<file path="src/design/u2u_pkg.sv">
// Shared types, constants and helpers for the UTF-8 to UTF-16 transcoder.
`timescale 1ns / 1ps
`default_nettype none
package u2u_pkg;

	localparam int QDepth = 2;
	localparam int QPtrW  = $clog2(QDepth);
	localparam int QCntW  = $clog2(QDepth + 1);

	// Per-length offsets removed from the accumulated value
	localparam logic [31:0] OFFSET_LEN2 = 32'h0000_3080;
	localparam logic [31:0] OFFSET_LEN3 = 32'h000E_2080;
	localparam logic [31:0] OFFSET_LEN4 = 32'h03C8_2080;
	localparam logic [31:0] OFFSET_LEN5 = 32'hFA08_2080;
	localparam logic [31:0] OFFSET_LEN6 = 32'h8208_2080;

	localparam logic [31:0] SUPP_BASE  = 32'h0001_0000;
	localparam logic [15:0] HIGH_BASE  = 16'hD800;
	localparam logic [5:0]  LOW_PREFIX = 6'b110111;

	// Queue status seen by the front and back sides
	typedef struct packed {
		logic full;
		logic empty;
	} q_status_t;

	// Offset to subtract for a sequence of the given total length
	function automatic logic [31:0] len_offset(input logic [2:0] total);
		logic [31:0] off;
		case (total)
			3'd2: off = OFFSET_LEN2;
			3'd3: off = OFFSET_LEN3;
			3'd4: off = OFFSET_LEN4;
			3'd5: off = OFFSET_LEN5;
			3'd6: off = OFFSET_LEN6;
			default: off = '0;
		endcase
		return off;
	endfunction

	// Sequence length implied by a lead byte (0xC0 and up)
	function automatic logic [2:0] lead_total(input logic [7:0] b);
		logic [2:0] t;
		case (b) inside
			[8'hFC:8'hFF]: t = 3'd6;
			[8'hF8:8'hFB]: t = 3'd5;
			[8'hF0:8'hF7]: t = 3'd4;
			[8'hE0:8'hEF]: t = 3'd3;
			default:       t = 3'd2;
		endcase
		return t;
	endfunction

endpackage
`default_nettype wire

</file>
<file path="src/design/u2u_front.sv">
// Front side: takes bytes, tracks the pending sequence, pushes finished code points.
`timescale 1ns / 1ps
`default_nettype none
module u2u_front (
	input  wire logic              clk,
	input  wire logic              arst_n,
	input  wire logic              in_valid,
	output logic                   in_ready,
	input  wire logic [7:0]        byte_req,
	input  wire logic              end_of_text,
	input  wire u2u_pkg::q_status_t q_status,
	output logic                   push,
	output logic [31:0]            push_cp
);
	import u2u_pkg::*;

	logic [2:0]  rem_q, tot_q;
	logic [31:0] part_q;
	logic [2:0]  rem_d, tot_d;
	logic [31:0] part_d;
	logic [31:0] acc;
	logic [2:0]  rem_dec;
	logic        is_cont, accept, emit;

	assign in_ready = !q_status.full;
	assign accept   = in_valid && in_ready;
	assign is_cont  = (byte_req[7:6] == 2'b10);
	assign acc      = {part_q[25:0], 6'b0} + {24'b0, byte_req};
	assign rem_dec  = rem_q - 3'd1;

	// Sequence tracking and code point formation
	always_comb begin
		rem_d   = rem_q;
		tot_d   = tot_q;
		part_d  = part_q;
		emit    = 1'b0;
		push_cp = {24'b0, byte_req};
		if (rem_q != 3'd0 && is_cont) begin
			if (rem_dec == 3'd0) begin
				emit    = 1'b1;
				push_cp = acc - len_offset(tot_q);
				rem_d   = '0;
				tot_d   = '0;
				part_d  = '0;
			end else begin
				rem_d  = rem_dec;
				part_d = acc;
			end
		end else begin
			// abandon any pending sequence, then treat byte as a lead (a stray continuation byte is dropped)
			rem_d  = '0;
			tot_d  = '0;
			part_d = '0;
			if (!byte_req[7]) begin
				emit = 1'b1;
			end else if (!is_cont) begin
				tot_d  = lead_total(byte_req);
				rem_d  = lead_total(byte_req) - 3'd1;
				part_d = {24'b0, byte_req};
			end
		end
		if (end_of_text) begin
			rem_d  = '0;
			tot_d  = '0;
			part_d = '0;
		end
	end

	assign push = accept && emit;

	// State registers
	always_ff @(posedge clk or negedge arst_n) begin
		if (!arst_n) begin
			rem_q  <= '0;
			tot_q  <= '0;
			part_q <= '0;
		end else if (accept) begin
			rem_q  <= rem_d;
			tot_q  <= tot_d;
			part_q <= part_d;
		end
	end

endmodule
`default_nettype wire

</file>
<file path="src/design/u2u_queue.sv">
// Short code point queue between the front and back sides.
`timescale 1ns / 1ps
`default_nettype none
module u2u_queue (
	input  wire logic        clk,
	input  wire logic        arst_n,
	input  wire logic        push,
	input  wire logic [31:0] push_cp,
	input  wire logic        pop,
	output logic [31:0]      head_cp,
	output u2u_pkg::q_status_t status
);
	import u2u_pkg::*;

	logic [31:0]      mem_q [QDepth];
	logic [QPtrW-1:0] wr_ptr_q, rd_ptr_q;
	logic [QCntW-1:0] cnt_q;
	logic             do_push, do_pop;

	assign status.full  = (cnt_q == QCntW'(QDepth));
	assign status.empty = (cnt_q == '0);
	assign do_push      = push && !status.full;
	assign do_pop       = pop && !status.empty;
	assign head_cp      = mem_q[rd_ptr_q];

	// Entry storage
	always_ff @(posedge clk) begin
		if (do_push) begin
			mem_q[wr_ptr_q] <= push_cp;
		end
	end

	// Pointers and fill count
	always_ff @(posedge clk or negedge arst_n) begin
		if (!arst_n) begin
			wr_ptr_q <= '0;
			rd_ptr_q <= '0;
			cnt_q    <= '0;
		end else begin
			if (do_push) begin
				wr_ptr_q <= (wr_ptr_q == QPtrW'(QDepth - 1)) ? '0 : wr_ptr_q + 1'b1;
			end
			if (do_pop) begin
				rd_ptr_q <= (rd_ptr_q == QPtrW'(QDepth - 1)) ? '0 : rd_ptr_q + 1'b1;
			end
			if (do_push && !do_pop) begin
				cnt_q <= cnt_q + 1'b1;
			end else if (do_pop && !do_push) begin
				cnt_q <= cnt_q - 1'b1;
			end
		end
	end

endmodule
`default_nettype wire

</file>
<file path="src/design/u2u_back.sv">
// Back side: splits code points into UTF-16 units and holds the output register.
`timescale 1ns / 1ps
`default_nettype none
module u2u_back (
	input  wire logic               clk,
	input  wire logic               arst_n,
	input  wire logic [31:0]        head_cp,
	input  wire u2u_pkg::q_status_t q_status,
	output logic                    pop,
	output logic                    out_valid,
	input  wire logic               out_ready,
	output logic [15:0]             unit,
	output logic                    last_of_run
);
	import u2u_pkg::*;

	logic        out_valid_q, last_q, low_pend_q;
	logic [15:0] unit_q;
	logic [31:0] v;
	logic        load, is_pair;
	logic [15:0] unit_d;
	logic        last_d;

	assign v       = head_cp - SUPP_BASE;
	assign is_pair = (head_cp >= SUPP_BASE);
	assign load    = !q_status.empty && (!out_valid_q || out_ready);

	// Unit selection: single unit, high half or low half of a pair
	always_comb begin
		if (low_pend_q) begin
			unit_d = {LOW_PREFIX, v[9:0]};
			last_d = 1'b1;
		end else if (is_pair) begin
			unit_d = HIGH_BASE + v[25:10];
			last_d = 1'b0;
		end else begin
			unit_d = head_cp[15:0];
			last_d = 1'b1;
		end
	end

	assign pop = load && last_d;

	// Output register and pair phase
	always_ff @(posedge clk or negedge arst_n) begin
		if (!arst_n) begin
			out_valid_q <= 1'b0;
			low_pend_q  <= 1'b0;
		end else begin
			if (load) begin
				out_valid_q <= 1'b1;
				low_pend_q  <= !last_d;
			end else if (out_ready) begin
				out_valid_q <= 1'b0;
			end
		end
	end

	always_ff @(posedge clk) begin
		if (load) begin
			unit_q <= unit_d;
			last_q <= last_d;
		end
	end

	assign out_valid   = out_valid_q;
	assign unit        = unit_q;
	assign last_of_run = last_q;

endmodule
`default_nettype wire

</file>
<file path="src/design/utf8_to_utf16_transcoder.sv">
// Top level of the UTF-8 to UTF-16 transcoder.
//
//  channel  direction  handshake            payload
//  in       sink       in_valid/in_ready    byte_req[7:0], end_of_text
//  out      source     out_valid/out_ready  unit[15:0], last_of_run
//
// One byte is accepted per cycle while the two-entry code point queue has room.
// Each code point leaves as one unit, or as a surrogate pair, via the single output
// register. A finished code point is written into the queue and then loaded into
// the output register before its first unit appears. Reset clears the pending
// sequence, queue pointers and output valid flag; either side may stall without data loss.
`timescale 1ns / 1ps
`default_nettype none
module utf8_to_utf16_transcoder (
	input  wire logic        clk,
	input  wire logic        arst_n,
	input  wire logic        in_valid,
	output logic             in_ready,
	input  wire logic [7:0]  byte_req,
	input  wire logic        end_of_text,
	output logic             out_valid,
	input  wire logic        out_ready,
	output logic [15:0]      unit,
	output logic             last_of_run
);
	import u2u_pkg::*;

	q_status_t   q_status;
	logic        push, pop;
	logic [31:0] push_cp, head_cp;

	u2u_front u_front (
		.clk        (clk),
		.arst_n     (arst_n),
		.in_valid   (in_valid),
		.in_ready   (in_ready),
		.byte_req   (byte_req),
		.end_of_text(end_of_text),
		.q_status   (q_status),
		.push       (push),
		.push_cp    (push_cp)
	);

	u2u_queue u_queue (
		.clk    (clk),
		.arst_n (arst_n),
		.push   (push),
		.push_cp(push_cp),
		.pop    (pop),
		.head_cp(head_cp),
		.status (q_status)
	);

	u2u_back u_back (
		.clk        (clk),
		.arst_n     (arst_n),
		.head_cp    (head_cp),
		.q_status   (q_status),
		.pop        (pop),
		.out_valid  (out_valid),
		.out_ready  (out_ready),
		.unit       (unit),
		.last_of_run(last_of_run)
	);

endmodule
`default_nettype wire

</file>
<file path="config.mk">
export PLATFORM = sky130hd
export DESIGN_NAME = utf8_to_utf16_transcoder
export DESIGN_NICKNAME = d
export VERILOG_FILES = /design/src/design/u2u_pkg.sv /design/src/design/u2u_front.sv /design/src/design/u2u_queue.sv /design/src/design/u2u_back.sv /design/src/design/utf8_to_utf16_transcoder.sv
export SDC_FILE = /design/constraint.sdc
export NUM_CORES = 1
export LEC_CHECK = 0
export BUFFER_PORTS_ARGS = -buffer_cell sky130_fd_sc_hd__buf_2
export CAP_MARGIN = 25
export CORE_ASPECT_RATIO = 1.25
export CORE_MARGIN = 4
export CORE_UTILIZATION = 65
export CTS_CLUSTER_DIAMETER = 200
export DETAILED_ROUTE_END_ITERATION = 7
export HOLD_SLACK_MARGIN = 0.15
export PLACE_DENSITY = 0.95
export RECOVER_POWER = 25
export SKIP_LAST_GASP = 1
export SYNTH_ARGS = -nofsm -noshare
export SYNTH_HDL_FRONTEND = slang
export SYNTH_SLANG_ARGS = --single-unit
</file>
<file path="constraint.sdc">
create_clock -name clk -period 7.38 [get_ports clk]
set_input_delay 2.214 -clock clk [delete_from_list [all_inputs] [get_ports clk]]
set_output_delay 2.214 -clock clk [all_outputs]
set_load 0.005 [all_outputs]
</file>
==> out/results.tsv <==
stage	metric	value	unit
worst_setup_path	crit path capture type	flop	
worst_setup_path	R2R Setup Slk	3.08	ns
worst_setup_path	WP data arrival	6.08	ns
run	Max-Cap Viols	1	
yosys	count leader, synth	edfxtp_1	
grt	largest net degree at the start of global routing	39	
routing	drt first pass iters	5	
yosys	number of synthesized flops with an enable pin	81	
floorplan	core footprint	10160	um^2
min_path	hold path start	u_back.out_valid$_DFFE_PN0P_	
routing	residual DRC count	0	
timing	Tmin final	5.879	ns
layout	Layout fillers	614	
floorplan	Die H	122.3	um
clock_network	CTS tree	built	
placement	I/O Buffers	31	
timing	Finish-stage setup viols	0	
worst_setup_path	Critical Path Source Type	input port	
clock_network	CTS resizes	0	
status	status	finished with violations	
min_path	Hold EP	u_back.out_valid$_DFFE_PN0P_	
floorplan	die area	12150	um^2
timing	unrepaired setup endpoints after global routing	false	
grt	initial antenna violation count	0	
clock_network	CTS Buf Count	17	
power_and_ir_drop	total power	2580	uW
timing	Worst-Margin Slew	2.129	ns
yosys	top post-synthesis cells by count	81 x edfxtp_1, 58 x nand2_1, 43 x nor2_1	
routing	drt total wl	16460	um
min_path	hold path depth	2	
yosys	Primary FF master, synth	edfxtp_1	
yosys	share of the synthesized area in the top cell type	0.3583	
layout	n_diodes	0	
worst_setup_path	RR Endpoint	u_queue.mem_q[1][28]$_DFFE_PP_	
yosys	Synth area leader	edfxtp_1	
power_and_ir_drop	pwr dens	338.4	nW/um^2
clock_network	clk buf depth	2	
timing	pins over their slew limit	39	
clock_network	Worst-Skew Late Latency	0.42	ns
worst_setup_path	reg2reg path depth	13	
yosys	Mapped Avg Cell Area	10.97	um^2
yosys	synth warn	0	
floorplan	IO Count	32	
timing	Fin. Hold Viols	0	
worst_setup_path	worst-path maximum fanout	8	
yosys	Synth cell types	69	
floorplan	# rows	41	
min_path	worst min-delay path category	reg -> reg	
layout	# nets final	691	
grt	GR Overflow Total	0	
routing	vias per inst	6.870	
yosys	ys async rst share	0.3193	
yosys	largest cells by area after synthesis	edfxtp_1 36%, dfrtp_1 14%, ha_1 4.6%, xnor2_1 3.7%, nand2_1 3.2%	
timing	top achievable clock speed	0.1701	GHz
status	violated checks	capacitance limit, slew limit	
clock_network	H-tree level count	4	
grt	first-pass GRT wire length	26280	um
routing	number of DRC markers in iteration 0	502	
clock_network	clock-pin slew on the worst setup and hold paths	0.05	ns
layout	final non-filler cell area	7625	um^2
clock_network	clock root cell	clkbuf_16	
clock_network	CTS Sinks	119	
grt	vias in the first global route	5262	
placement	hpwl dp	11360	um
timing	setup ws final	1.501	ns
routing	Antenna Violating Nets Remaining	0	
yosys	syn nets	658	
layout	Syn-to-layout area delta	12.33	%
yosys	cell area after synthesis	6788	um^2
power_and_ir_drop	Max VDD drop	0.1890	mV
grt	GRT Total Usage	0.2802	
floorplan	DIE WIDTH	99.40	um
layout	share of cells above drive strength 1	0.1308	
worst_setup_path	worst r2r src	u_front.part_q[0]$_DFFE_PN0P_	
power_and_ir_drop	Lkg Pwr	0.003067	uW
worst_setup_path	CP Data Required Time	7.58	ns
yosys	Mapped Cells	619	
placement	gpl congestion	0.9702	
floorplan	Initial Util	0.6683	
routing	Wirelength per Cell	20.73	um
placement	Place WS	1.264	ns
timing	Fin Clk Skew	0.009272	ns
yosys	sequential area share after synthesis	0.4984	
yosys	FF+latch count, synth	119	
placement	DP Area	7042	um^2
routing	vias	5455	
worst_setup_path	WS Path Type	in -> reg	
clock_network	setup bufs post-CTS	0	
timing	setup TNS	0	ns
timing	Rel. slew slack	-0.4192	
timing	final period utilization	0.7966	
clock_network	Post-CTS Hold Buffers	0	
==> through the flow <==
stage | hold WS, ns | utilization | instances
floorplan | 0.4555 | - | 619
global placement | 0.4702 | 0.6933 | 760
detailed placement | 0.4958 | 0.6933 | 760
CTS | 0.5135 | 0.7487 | 792
global route | 0.5288 | 0.7507 | 794
finish | 0.5102 | 0.7507 | 794
==> worst max-delay path by stage <==
stage,startpoint,to,slack [ns],depth (start not counted)
floorplan,byte_req[6],u_queue.mem_q[0][30]$_DFFE_PP_,1.79,15
global placement,byte_req[6],u_queue.mem_q[0][30]$_DFFE_PP_,1.39,15
detailed placement,byte_req[6],u_queue.mem_q[1][28]$_DFFE_PP_,1.26,14
CTS,byte_req[6],u_queue.mem_q[1][28]$_DFFE_PP_,1.66,14
global route,byte_req[6],u_queue.mem_q[0][28]$_DFFE_PP_,1.48,14
finish,byte_req[6],u_queue.mem_q[1][28]$_DFFE_PP_,1.50,14
==> cell usage in the layout, fill, tap and decap left out, types with 5 or more instances in the layout <==
cell and count:
clkinvlp_4 5, or3_1 6, a211o_1 5, buf_4 6, clkbuf_16 17, o21ai_0 28, and3_1 9, nand4_1 11
clkbuf_1 10, xor2_1 21, buf_2 21, edfxtp_1 81, a22o_1 7, ha_1 25, a21o_1 9, nand2b_1 10
o21a_1 6, mux4_2 6, a21oi_1 16, nor4_1 12, a32o_1 11, nor2_1 43, xnor2_1 29, nand2_1 58
a31oi_1 6, and2_1 6, nor3_1 18, inv_1 19, or2_2 7, mux2_2 5, nor3b_1 6, nand3_1 22
o22ai_1 5, dfrtp_1 38, mux2i_1 19, a211oi_1 5
==> critical path: stages <==
cell,delay (ns)
buf_2,0.15
ha_1,0.26
fa_1,0.28
nand4_2,0.15
or4_1,0.70
xnor2_1,0.22
ha_1,0.47
nand4_1,0.21
inv_1,0.11
nand4_1,0.18
or2_2,0.35
a31oi_1,0.33
nor3_1,0.12
nor3_1,0.32
==> sequential cells by signal, summed over array words and instances, names as in the netlist <==
signal,flops
u_back.last_of_run,1
u_back.low_pend_q,1
u_back.out_valid,1
u_back.unit,16
u_front.part_q,26
u_front.rem_q,3
u_front.tot_q,3
u_queue.cnt_q,2
u_queue.mem_q,64
u_queue.rd_ptr_q,1
u_queue.wr_ptr_q,1
==> per-layer routing <==
layer | share of wire | track usage
met5 | 0 | 0
met4 | 0.051 | 0.1341
met2 | 0.51 | 0.5004
met1 | 0.36 | 0.3160
met3 | 0.075 | 0.06367
==> layout make-up <==
class / count / area [um^2] / area share
clock buffer: 18 / 439.2 / 0.05760
clock inverter: 14 / 123.9 / 0.01625
inverter: 19 / 71.32 / 0.009353
multi-input combinational: 456 / 3226 / 0.4230
sequential: 119 / 3383 / 0.4437
tap: 129 / 161.4 / 0.02117
timing repair buffer: 39 / 220.2 / 0.02888
==> cells by family after synthesis <==
kind of cell,after synthesis,synth area share
muxes,30,0.05622
AOI/OAI and AO/OA,125,0.1349
buffers and inverters,44,0.02673
adders and majority gates,26,0.04903
and+or+nand+nor,225,0.1701
xor gates and xnor gates,50,0.06452
DFF,119,0.4984
==> report_power, final <==
group	total [uW]	switching, uW	internal, uW
combinational	845	474	371
sequential	959	91.0	868
clock	777	304	472
total	2580	870	1710
No activity file was read; power rests on OpenSTA's default activity.
